## config.mk

```make
export PLATFORM = sky130hd
export DESIGN_NAME = rgb_to_hsv_pixel
export DESIGN_NICKNAME = d
export VERILOG_FILES = /design/src/rtl/rthsv_pkg.sv /design/src/rtl/rthsv_prep.sv /design/src/rtl/rthsv_div.sv /design/src/rtl/rthsv_post.sv /design/src/rtl/rgb_to_hsv_pixel.sv
export SDC_FILE = /design/constraint.sdc
export NUM_CORES = 1
export LEC_CHECK = 0
export BUFFER_PORTS_ARGS = -buffer_cell sky130_fd_sc_hd__buf_2
export CAP_MARGIN = 15
export CORE_UTILIZATION = 60
export DETAILED_ROUTE_END_ITERATION = 7
export GPL_TIMING_DRIVEN = 0
export PLACE_DENSITY = 0.73
export SLEW_MARGIN = 20
export SYNTH_ARGS = -nofsm -noshare
export SYNTH_HDL_FRONTEND = slang
export SYNTH_HIERARCHICAL = 1
export SYNTH_SLANG_ARGS = --single-unit
```

## constraint.sdc

```tcl
create_clock -name clock -period 7.4 [get_ports clock]
set_clock_uncertainty 0.2 [all_clocks]
set_input_delay 0.74 -clock clock [delete_from_list [all_inputs] [get_ports clock]]
set_output_delay 0.74 -clock clock [all_outputs]
set_load 0.01 [all_outputs]
```

## src/rtl/rthsv_pkg.sv

```systemverilog
`default_nettype none
// ----------------------------------------------------------------------------
// rthsv_pkg: shared types and constants of the RGB to HSV pixel converter
// Channel widths, divider geometry, hue offsets and the side-band record
// that travels alongside the dividers.
// ----------------------------------------------------------------------------
package rthsv_pkg;

   // Pixel channel width
   localparam int CH_W  = 8;
   // Divider geometry: quotient bits, numerator bits (= divisor + quotient)
   localparam int QUO_W = 8;
   localparam int NUM_W = CH_W + QUO_W;
   // Hue numerator width before extension to the divider width
   localparam int HNUM_W = 14;
   // Hue sum width: signed, holds -60..300 and 0..359 after wrap
   localparam int HSUM_W = 10;

   // Scale factors and hue offsets in degrees
   localparam logic [CH_W-1:0]   SAT_SCALE      = 8'd255;
   localparam logic [5:0]        HUE_SCALE      = 6'd60;
   localparam logic [CH_W-1:0]   HUE_BASE_RED   = 8'd0;
   localparam logic [CH_W-1:0]   HUE_BASE_GREEN = 8'd120;
   localparam logic [CH_W-1:0]   HUE_BASE_BLUE  = 8'd240;
   localparam logic [HSUM_W-1:0] HUE_WRAP       = 10'd360;

   // Channel that holds the maximum (first of red, green, blue on ties)
   typedef enum logic [2:0] {
      SEC_RED   = 3'b001,
      SEC_GREEN = 3'b010,
      SEC_BLUE  = 3'b100
   } sector_type;

   // Per-pixel control and data that bypasses the dividers
   typedef struct packed {
      logic             valid;
      logic [CH_W-1:0]  brightness;
      sector_type       sector;
      logic             negative;
      logic             gray;
      logic             black;
   } side_type;

endpackage
`default_nettype wire

```

## src/rtl/rthsv_prep.sv

```systemverilog
`default_nettype none
// ----------------------------------------------------------------------------
// rthsv_prep: front end of the converter
// Stage A finds maximum, minimum, sector and signed channel difference.
// Stage B forms chroma and the scaled numerators for both dividers.
// ----------------------------------------------------------------------------
module rthsv_prep (
   input  wire                          clock,
   input  wire                          reset,
   input  wire                          start,
   input  wire  [rthsv_pkg::CH_W-1:0]   red,
   input  wire  [rthsv_pkg::CH_W-1:0]   green,
   input  wire  [rthsv_pkg::CH_W-1:0]   blue,
   output rthsv_pkg::side_type          side_o,
   output logic [rthsv_pkg::NUM_W-1:0]  sat_num_o,
   output logic [rthsv_pkg::CH_W-1:0]   sat_den_o,
   output logic [rthsv_pkg::NUM_W-1:0]  hue_num_o,
   output logic [rthsv_pkg::CH_W-1:0]   hue_den_o
);
   import rthsv_pkg::*;

   // Stage A registers
   logic                   valid_a_ff;
   logic [CH_W-1:0]        max_a_ff, max_a_in;
   logic [CH_W-1:0]        min_a_ff, min_a_in;
   sector_type             sector_a_ff, sector_a_in;
   logic signed [CH_W:0]   diff_a_ff, diff_a_in;

   // Stage B registers
   side_type               side_b_ff, side_b_in;
   logic [NUM_W-1:0]       sat_num_b_ff, sat_num_b_in;
   logic [CH_W-1:0]        sat_den_b_ff;
   logic [NUM_W-1:0]       hue_num_b_ff, hue_num_b_in;
   logic [CH_W-1:0]        hue_den_b_ff, chroma;
   logic [CH_W-1:0]        diff_abs;

   // Pick the maximum channel, red first, then green
   always_comb begin
      if (red >= green && red >= blue) begin
         sector_a_in = SEC_RED;
         max_a_in    = red;
         diff_a_in   = $signed({1'b0, green}) - $signed({1'b0, blue});
      end else if (green >= blue) begin
         sector_a_in = SEC_GREEN;
         max_a_in    = green;
         diff_a_in   = $signed({1'b0, blue}) - $signed({1'b0, red});
      end else begin
         sector_a_in = SEC_BLUE;
         max_a_in    = blue;
         diff_a_in   = $signed({1'b0, red}) - $signed({1'b0, green});
      end
      min_a_in = red;
      if (green < min_a_in) min_a_in = green;
      if (blue < min_a_in)  min_a_in = blue;
   end

   // Advance stage A
   always_ff @(posedge clock) begin
      if (reset) begin
         valid_a_ff <= 1'b0;
      end else begin
         valid_a_ff <= start;
      end
      max_a_ff    <= max_a_in;
      min_a_ff    <= min_a_in;
      sector_a_ff <= sector_a_in;
      diff_a_ff   <= diff_a_in;
   end

   // Form chroma, magnitude of the difference and both numerators
   always_comb begin
      chroma   = max_a_ff - min_a_ff;
      diff_abs = diff_a_ff[CH_W] ? CH_W'(-diff_a_ff) : diff_a_ff[CH_W-1:0];
      sat_num_b_in = NUM_W'(chroma) * NUM_W'(SAT_SCALE);
      hue_num_b_in = NUM_W'(HNUM_W'(diff_abs) * HNUM_W'(HUE_SCALE));
      side_b_in.valid      = valid_a_ff;
      side_b_in.brightness = max_a_ff;
      side_b_in.sector     = sector_a_ff;
      side_b_in.negative   = diff_a_ff[CH_W];
      side_b_in.gray       = (chroma == '0);
      side_b_in.black      = (max_a_ff == '0);
   end

   // Advance stage B
   always_ff @(posedge clock) begin
      if (reset) begin
         side_b_ff.valid <= 1'b0;
      end else begin
         side_b_ff <= side_b_in;
      end
      sat_num_b_ff <= sat_num_b_in;
      sat_den_b_ff <= max_a_ff;
      hue_num_b_ff <= hue_num_b_in;
      hue_den_b_ff <= chroma;
   end

   assign side_o    = side_b_ff;
   assign sat_num_o = sat_num_b_ff;
   assign sat_den_o = sat_den_b_ff;
   assign hue_num_o = hue_num_b_ff;
   assign hue_den_o = hue_den_b_ff;

endmodule
`default_nettype wire

```

## src/rtl/rthsv_div.sv

```systemverilog
`default_nettype none
// ----------------------------------------------------------------------------
// rthsv_div: pipelined restoring divider
// One quotient bit per register stage, most significant first. The caller
// keeps the quotient below 2**QUO_W and masks a zero divisor.
// ----------------------------------------------------------------------------
module rthsv_div (
   input  wire                          clock,
   input  wire  [rthsv_pkg::NUM_W-1:0]  num_i,
   input  wire  [rthsv_pkg::CH_W-1:0]   den_i,
   output logic [rthsv_pkg::QUO_W-1:0]  quo_o
);
   import rthsv_pkg::*;

   // Stage registers: partial remainder, divisor and quotient so far
   logic [NUM_W-1:0]  rem_ff [QUO_W];
   logic [CH_W-1:0]   den_ff [QUO_W];
   logic [QUO_W-1:0]  quo_ff [QUO_W];

   for (genvar k = 0; k < QUO_W; k++) begin : g_stage
      localparam int Shift = QUO_W - 1 - k;
      logic [NUM_W-1:0]  rem_cur, rem_in;
      logic [CH_W-1:0]   den_cur;
      logic [QUO_W-1:0]  quo_cur, quo_in;
      logic [NUM_W:0]    trial;

      // Take the stage input from the ports or from the previous stage
      if (k == 0) begin : g_first
         assign rem_cur = num_i;
         assign den_cur = den_i;
         assign quo_cur = '0;
      end else begin : g_next
         assign rem_cur = rem_ff[k-1];
         assign den_cur = den_ff[k-1];
         assign quo_cur = quo_ff[k-1];
      end

      // Try to subtract the shifted divisor, keep the result if it fits
      always_comb begin
         trial  = {1'b0, rem_cur} - {1'b0, (NUM_W'(den_cur) << Shift)};
         rem_in = trial[NUM_W] ? rem_cur : trial[NUM_W-1:0];
         quo_in = {quo_cur[QUO_W-2:0], ~trial[NUM_W]};
      end

      // Advance one stage
      always_ff @(posedge clock) begin
         rem_ff[k] <= rem_in;
         den_ff[k] <= den_cur;
         quo_ff[k] <= quo_in;
      end
   end

   assign quo_o = quo_ff[QUO_W-1];

endmodule
`default_nettype wire

```

## src/rtl/rthsv_post.sv

```systemverilog
`default_nettype none
// ----------------------------------------------------------------------------
// rthsv_post: back end of the converter
// Adds the sector offset to the signed hue quotient, wraps and halves it,
// masks gray and black pixels, and registers the result.
// ----------------------------------------------------------------------------
module rthsv_post (
   input  wire                          clock,
   input  wire                          reset,
   input  rthsv_pkg::side_type          side_i,
   input  wire  [rthsv_pkg::QUO_W-1:0]  sat_quo_i,
   input  wire  [rthsv_pkg::QUO_W-1:0]  hue_quo_i,
   output logic                         rsp_valid,
   output logic [rthsv_pkg::CH_W-1:0]   rsp_hue,
   output logic [rthsv_pkg::CH_W-1:0]   rsp_saturation,
   output logic [rthsv_pkg::CH_W-1:0]   rsp_brightness
);
   import rthsv_pkg::*;

   logic                      valid_ff;
   logic [CH_W-1:0]           hue_ff, hue_in;
   logic [CH_W-1:0]           sat_ff, sat_in;
   logic [CH_W-1:0]           bright_ff;
   logic [CH_W-1:0]           base;
   logic signed [HSUM_W-1:0]  hue_sum;
   logic [HSUM_W-1:0]         hue_deg;

   // Build hue in degrees, wrap negatives, halve
   always_comb begin
      case (side_i.sector)
         SEC_GREEN: base = HUE_BASE_GREEN;
         SEC_BLUE:  base = HUE_BASE_BLUE;
         default:   base = HUE_BASE_RED;
      endcase
      if (side_i.negative) begin
         hue_sum = $signed({2'b00, base}) - $signed({2'b00, hue_quo_i});
      end else begin
         hue_sum = $signed({2'b00, base}) + $signed({2'b00, hue_quo_i});
      end
      if (hue_sum[HSUM_W-1]) begin
         hue_deg = hue_sum + HUE_WRAP;
      end else begin
         hue_deg = hue_sum;
      end
      hue_in = side_i.gray  ? '0 : hue_deg[CH_W:1];
      sat_in = side_i.black ? '0 : sat_quo_i;
   end

   // Register the result
   always_ff @(posedge clock) begin
      if (reset) begin
         valid_ff <= 1'b0;
      end else begin
         valid_ff <= side_i.valid;
      end
      hue_ff    <= hue_in;
      sat_ff    <= sat_in;
      bright_ff <= side_i.brightness;
   end

   assign rsp_valid      = valid_ff;
   assign rsp_hue        = hue_ff;
   assign rsp_saturation = sat_ff;
   assign rsp_brightness = bright_ff;

endmodule
`default_nettype wire

```

## src/rtl/rgb_to_hsv_pixel.sv

```systemverilog
`default_nettype none
// ----------------------------------------------------------------------------
// rgb_to_hsv_pixel: 8-bit RGB to 8-bit HSV pixel converter
// A new pixel is taken in every clock cycle; busy is always low. The result
// of a pixel is on rsp_valid for one cycle. It passes through 11 register
// stages: two of front end (the first one loads at the edge that takes the
// pixel), eight stages of the two restoring dividers that run side by side
// (one quotient bit per stage), and one output stage. The receiver has no
// way to hold results off and needs none.
// ----------------------------------------------------------------------------
module rgb_to_hsv_pixel (
   input  wire                          clock,
   input  wire                          reset,
   input  wire                          start,
   output logic                         busy,
   input  wire  [rthsv_pkg::CH_W-1:0]   req_red,
   input  wire  [rthsv_pkg::CH_W-1:0]   req_green,
   input  wire  [rthsv_pkg::CH_W-1:0]   req_blue,
   output logic                         rsp_valid,
   output logic [rthsv_pkg::CH_W-1:0]   rsp_hue,
   output logic [rthsv_pkg::CH_W-1:0]   rsp_saturation,
   output logic [rthsv_pkg::CH_W-1:0]   rsp_brightness
);
   import rthsv_pkg::*;

   side_type          prep_side;
   logic [NUM_W-1:0]  sat_num, hue_num;
   logic [CH_W-1:0]   sat_den, hue_den;
   logic [QUO_W-1:0]  sat_quo, hue_quo;
   side_type          side_ff [QUO_W];

   // The pipeline never stalls
   assign busy = 1'b0;

   rthsv_prep u_prep (
      .clock     (clock),
      .reset     (reset),
      .start     (start),
      .red       (req_red),
      .green     (req_green),
      .blue      (req_blue),
      .side_o    (prep_side),
      .sat_num_o (sat_num),
      .sat_den_o (sat_den),
      .hue_num_o (hue_num),
      .hue_den_o (hue_den)
   );

   rthsv_div u_sat_div (
      .clock (clock),
      .num_i (sat_num),
      .den_i (sat_den),
      .quo_o (sat_quo)
   );

   rthsv_div u_hue_div (
      .clock (clock),
      .num_i (hue_num),
      .den_i (hue_den),
      .quo_o (hue_quo)
   );

   // Delay side-band data to match the divider latency
   always_ff @(posedge clock) begin
      if (reset) begin
         for (int k = 0; k < QUO_W; k++) begin
            side_ff[k].valid <= 1'b0;
         end
      end else begin
         side_ff[0] <= prep_side;
         for (int k = 1; k < QUO_W; k++) begin
            side_ff[k] <= side_ff[k-1];
         end
      end
   end

   rthsv_post u_post (
      .clock          (clock),
      .reset          (reset),
      .side_i         (side_ff[QUO_W-1]),
      .sat_quo_i      (sat_quo),
      .hue_quo_i      (hue_quo),
      .rsp_valid      (rsp_valid),
      .rsp_hue        (rsp_hue),
      .rsp_saturation (rsp_saturation),
      .rsp_brightness (rsp_brightness)
   );

endmodule
`default_nettype wire

```

Yosys cells after proc, flatten, opt, wreduce, memory -nomap -nowiden --
Memory sizes are Yosys's and may differ from the RTL's. A register that Yosys moved wholly into a read port is not among the register bits. Index checks and enable logic that the tools add are counted.
Word-level totals: output and inout bits 26, RAM bits 632, memories kept 7, input bits 27, flip-flop bits (word level) 105, word-level logic and storage cells 123
Memory list:
- u_hue_div.rem_ff | words 8, bits a word 16, rd ports 7, clocked after Yosys merged registers in 0, wr ports 8, line rthsv_div.sv:16 | logic [NUM_W-1:0] rem_ff [QUO_W];
- u_sat_div.rem_ff | words 8, bits a word 16, rd ports 7, clocked after Yosys merged registers in 0, wr ports 8, line rthsv_div.sv:16
- side_ff | words 8, bits a word 15, rd ports 8, clocked after Yosys merged registers in 0, wr ports 8, line rgb_to_hsv_pixel.sv:30 | side_type side_ff [QUO_W];
- u_hue_div.den_ff | words 8, bits a word 8, rd ports 7, clocked after Yosys merged registers in 0, wr ports 8, line rthsv_div.sv:17 | logic [CH_W-1:0] den_ff [QUO_W];
- u_hue_div.quo_ff | words 8, bits a word 8, rd ports 8, clocked after Yosys merged registers in 0, wr ports 8, line rthsv_div.sv:18 | logic [QUO_W-1:0] quo_ff [QUO_W];
- u_sat_div.den_ff | words 8, bits a word 8, rd ports 7, clocked after Yosys merged registers in 0, wr ports 8, line rthsv_div.sv:17
- 1 more memories
Cells by class: $mul 2, mux-type cells 38, equal/unequal tests 2, bitwise gates (word level) 24, reductions and logical operators 3, order comparisons 5, add/sub/neg operators 24
Operators with widths (count):
- $mux 16 | 16
- $mux 8 | 5
- $sub 8x8->9 | 4
- $sub 16x10->17 | 2
- $sub 16x11->17 | 2
- $sub 16x12->17 | 2
- $sub 16x13->17 | 2
- $sub 16x14->17 | 2
- $sub 16x8->17 | 2
- $sub 16x9->17 | 2
- $mux 9 | 3
- $ge 8x8->1 | 3
- $sub 16x15->17 | 1
- $logic_not 8->1 | 2
- $lt 8x8->1 | 2
- $mul 8x8->16 const B | 1
- $not 1->1 | 16
- $pmux 8 s2 | 1
- $sub 14x15->16 | 1
- $mul 8x4->12 const B | 1
- $mux 1 | 11
- $mux 10 | 1
- $add 8x8->9 | 1
- $add 9x9->9 const B | 1
- other kinds (7) | 14

Longest topological paths before layout --
An unclocked memory read counts as a cell.
depth in word-level cells 7, mapped depth 22, mapped depth without buffers 22

Cells and area by module --
The synthesis kept the hierarchy.
Modules (own cells, without submodules):
- rthsv_div (u_hue_div) | times used 1, area an instance 8185.4 um^2, sequential area each 4083.9 um^2, cells each 814
- rthsv_div (u_sat_div) | times used 1, area an instance 8141.6 um^2, sequential area each 4083.9 um^2, cells each 836
- rthsv_prep | times used 1, area an instance 6622.6 um^2, sequential area each 1881.8 um^2, cells each 697
- rgb_to_hsv_pixel | times used 1, area an instance 3588.4 um^2, sequential area each 3523.4 um^2, cells each 131
- rthsv_post | times used 1, area an instance 1267.5 um^2, sequential area each 500.5 um^2, cells each 136

Least setup slack after synthesis --
OpenSTA, ideal clock, no wires.
path kind reg-to-reg, start point register u_prep.max_a_ff[0], end point register u_prep.sat_num_b_ff[15] (netlist: u_prep/sat_num_o[15]), setup time 121 ps, data required time 7079 ps, setup slack 1913 ps, period minus slack after synthesis 5487 ps, arrival 5166 ps, stages on the path, launching flop included 23, buffers on the path 0, cell sequence dfxtp_1 > inv_1 > ha_1 > inv_1 > fa_1 > a21o_1 > a21oi_1 > o21bai_1 > a21oi_1 > xnor2_4 > xor2_1 > ha_1 > inv_1 > fa_1 > fa_1 > fa_1 > inv_1 > ha_1 > a21oi_1 > a21oi_1 > a2111oi_0 > o21bai_1 > xnor2_1
On the way: cells in the longest elaborated chain, start to end 2
RTL lines:
- start, declared | line rthsv_prep.sv:24 | logic [CH_W-1:0] max_a_ff, max_a_in;
- start signal, assigned | line rthsv_prep.sv:64 | max_a_ff <= max_a_in;
- $sub 8x8->8 | line rthsv_prep.sv:72 | chroma = max_a_ff - min_a_ff;
- named net u_prep.chroma[6] | line rthsv_prep.sv:34 | logic [CH_W-1:0] hue_den_b_ff, chroma;
- $mul 8x8->16 | line rthsv_prep.sv:74 | sat_num_b_in = NUM_W'(chroma) * NUM_W'(SAT_SCALE);
- named net u_prep.sat_num_b_in[15] | line rthsv_prep.sv:31 | logic [NUM_W-1:0] sat_num_b_ff, sat_num_b_in;
- end signal, assigned | line rthsv_prep.sv:91 | sat_num_b_ff <= sat_num_b_in;
- end, declared | line rthsv_prep.sv:31
The timed path passes the listed nets, and every way through them passes these cells. A chain may end at the register's enable or synchronous reset.

Worst setup path in the final report --
start point register u_prep.max_a_ff[1], end point register u_prep.sat_num_b_ff[14] (netlist: u_prep/sat_num_o[14])
The elaborated chain is that of the path after synthesis.

==> results.rst <==
.. list-table::
   :header-rows: 1

   * - Metric
     - Value
   * - Peak per-stage delay on the critical path
     - about 640 ps
   * - Most instantiated cells after synthesis
     - dfxtp_1 (514), inv_1 (310), ha_1 (236)
   * - Antenna diode count
     - 0
   * - Die ar.
     - roughly 47,000 µm²
   * - Buffer levels on the longest clock path
     - 3
   * - Root buf cell
     - clkbuf_16
   * - Total CTS buffers
     - 61
   * - Initial DRT Pass Iterations
     - 5
   * - Per-cell via count in the routed design
     - between 5 and 6
   * - Detailed placer's ending HPWL
     - 36.2 mm
   * - Number of rows created at floorplan
     - 78
   * - Most used cell along the critical path
     - ha_1
   * - Type of the setup path with the least slack
     - reg -> reg
   * - Cell area after synthesis
     - about 28,000 µm²
   * - Clock slew at the register clock pins of the worst setup and hold paths
     - about 60 ps
   * - Final GP Congestion
     - 0.863
   * - Average footprint of a synthesized cell
     - between 10 and 15 µm²
   * - Type of the most critical hold path
     - reg -> reg
   * - Area share of fa/ha/maj cells after synthesis
     - 0.144
   * - Final max-slew violation count
     - 0
   * - Setup violation total in the final timing report
     - 0
   * - Flops & latches, synth
     - 640
   * - Number of sinks driven by the clock tree
     - 640
   * - Final worst path period need
     - between 6000 and 7000 ps
   * - Number of buffers inserted for hold repair after clock tree synthesis
     - 0
   * - Via count of the first global-routing pass
     - about 18k
   * - Max-cap violation count
     - 0
   * - Wire length of the first global-routing pass
     - about 82 mm
   * - Crit-path cells
     - ha_1, nor2b_1, o31a_1, a21oi_1, inv_1, ha_1, ha_1, nand2b_1, fa_1, fa_1, inv_1, fa_1, inv_1, ha_1, or4_1, a41o_1, o41ai_1, xnor2_1
   * - Synth unique cells
     - 88
   * - Kind of end point of the critical path
     - register
   * - Period Utilization, post-route
     - 0.840
   * - DRT Wirelength
     - 48.6 mm
   * - Setup repair after global routing missed its margin
     - false
   * - Total via count after detailed routing
     - roughly 18k
   * - Largest net degree at the start of global routing
     - 67
   * - Setup Buffers After CTS
     - 0
   * - Critical path peak fanout
     - 7
   * - Routed wire per std cell
     - approximately 14 µm
   * - Cell taking the most area after synthesis
     - dfxtp_1
   * - Worst Reg-to-Reg Cells
     - 18
   * - Aggregate global-route resource usage
     - 0.211
   * - Main flop type after synthesis
     - dfxtp_1
   * - Depth of the worst hold-timing path
     - 0
   * - Highest clock frequency the design can meet
     - between 150 and 200 MHz
   * - EDFF count, synth
     - roughly 130
   * - Initial antenna violation count
     - 0
   * - Number of buffers and inverters on the critical path
     - 3
   * - Most numerous cell in the Yosys netlist
     - dfxtp_1
   * - Synth top area share
     - 0.370
   * - XOR/XNOR share of the synthesized area
     - 0.0352
   * - Final net count
     - slightly above 3k
   * - Total negative slack
     - 0 ps
   * - Antenna-violating nets left
     - 0
   * - Async SR Flop Fraction
     - 0
   * - Critical Path Source Type
     - register
   * - Compound-gate portion of the synthesized area
     - 0.129
   * - Placeable Area
     - about 46,000 µm²
   * - Endpoint required time on the critical path
     - ~7700 ps
   * - Worst rel slew slack
     - 0.353
   * - Top cells by area in the synthesized netlist
     - dfxtp_1 (37%), edfxtp_1 (14%), ha_1 (11%)
   * - Share of the yosys chip area belonging to registers
     - 0.506
   * - Hold violation total from the final report
     - 0
   * - Fraction of the mapped netlist area in simple logic gates
     - 0.105
   * - Fillcell total
     - 3,374
   * - CP max-delay cell
     - a21oi_1
   * - Resized Gates After CTS
     - 0
   * - Number of I/O pins
     - 53
   * - Outcome
     - completed
   * - Total DRC errors in the routed layout
     - 0
   * - Vertical extent of the die
     - roughly 220 µm
   * - Clock network latency to the later pin of the worst-skew pair
     - 620 ps
   * - Cell family with the largest share of critical-path delay
     - adder cells
   * - Port Buffers
     - 51
   * - Die Span X
     - roughly 220 µm
   * - Fraction of final layout cells with drive strength greater than 1
     - 0.0962
   * - Multiplexer share of the synthesized area
     - 0.0312
   * - Stages on the worst setup path
     - 18
   * - Combinational family with the most area after synthesis
     - adder cells
   * - Number of cells produced by synthesis
     - ~2.6k
   * - Data arrival time of the critical path
     - about 6500 ps
   * - GRT Residual Overflow
     - 0
   * - Number of H-tree branching levels
     - 2
   * - Initial Util
     - 0.610
   * - Count of warnings emitted by yosys
     - 6
   * - Signed area change from the synthesized netlist to the final layout
     - 11.5%
   * - First DRT Iteration DRCs
     - approximately 900
   * - Worst Max-Slew Pin Slew
     - a little under 1000 ps
   * - Clock tree from TritonCTS
     - done
-- through the flow --
stage          hold slack (ps)  area, µm²  utilization  std cells  setup slack (ps)
4_1_cts                    112      31000        0.680       3385              1140
3_3_place_gp               110      28800        0.632       3268              1250
2_1_floorplan              110      27800            -       2617              1910
6_report                   121      31000        0.680       3385              1190
5_1_grt                    127      31000        0.680       3385               776
3_5_place_dp               112      28900        0.633       3269              1170
-- area by class of cell --
cell class / instances / area, µm² / share of cell area
tap: 600 / 751 / 0.0242
clock inverter: 37 / 439 / 0.0142
clock buffer: 79 / 1710 / 0.0551
sequential: 640 / 14100 / 0.454
multi-input combinational: 1631 / 12400 / 0.399
buffer: 36 / 200 / 0.00646
timing repair buffer: 52 / 283 / 0.00912
inverter: 310 / 1170 / 0.0377
-- flip-flops by register name, summed over array words and instances, names as in the netlist, 36 cells and up --
name and flops:
side_ff 120, u_hue_div/rem_ff 112, u_sat_div/rem_ff 112, u_hue_div/den_ff 56, u_sat_div/den_ff 56, u_hue_div/quo_ff 36
u_sat_div/quo_ff 36
-- placed cells by master (no fill, tap or decap), types with 13 or more instances in the layout --
cell | Yosys | final
edfxtp_1 | 126 | 126
nand2_1 | 96 | 96
a21o_1 | 43 | 43
o21ai_0 | 131 | 131
xnor2_1 | 67 | 67
dfxtp_1 | 514 | 514
o21a_1 | 48 | 48
nor2_1 | 195 | 195
o31a_1 | 18 | 18
nor2b_1 | 66 | 66
a21oi_1 | 167 | 167
nor4_1 | 13 | 13
mux2_2 | 46 | 46
nand3_1 | 30 | 30
inv_1 | 310 | 309
clkbuf_16 | 0 | 63
o31ai_1 | 24 | 24
a211oi_1 | 17 | 17
ha_1 | 236 | 236
or3_1 | 18 | 18
nand2b_1 | 38 | 38
xor2_1 | 38 | 38
fa_1 | 52 | 52
mux2i_1 | 32 | 32
nor3_1 | 52 | 52
buf_2 | 10 | 61
clkbuf_1 | 14 | 23
or2_2 | 15 | 15
-- per-layer routing --
layer / vias to the layer above / wire [µm] / GRT usage
li1: 9235 / - / -
met1: 8372 / 21400 / 0.250
met2: 314 / 24300 / 0.385
met3: 85 / 1670 / 0.0334
met4: 0 / 1220 / 0.0718
met5: - / 0 / 0
-- path summary, 6_finish.rpt --
path                                                 to  slack (ps)              startpoint
worst max register to register     u_prep/sat_num_o[14]        1190      u_prep/max_a_ff[1]
worst min-delay path            u_hue_div/quo_ff[0][17]         120  u_hue_div/quo_ff[0][8]
worst max-delay path               u_prep/sat_num_o[14]        1190      u_prep/max_a_ff[1]
worst min register to register  u_hue_div/quo_ff[0][17]         120  u_hue_div/quo_ff[0][8]
-- logic make-up (layout without fill, tap and decap cells) --
kind of cell / count (synthesis) / after routing
other: 2 / 5
multiplexers: 80 / 80
buffers and inverters: 346 / 514
adder cells (fa/ha/maj): 289 / 289
flip-flops: 640 / 640
AND/OR/NAND/NOR: 587 / 587
XOR/XNOR: 108 / 108
AO/OA/AOI/OAI: 562 / 562
Power is left out: the tool's default activity adds up to more than one toggle a clock period on the data nets, which glitch-free logic cannot reach.
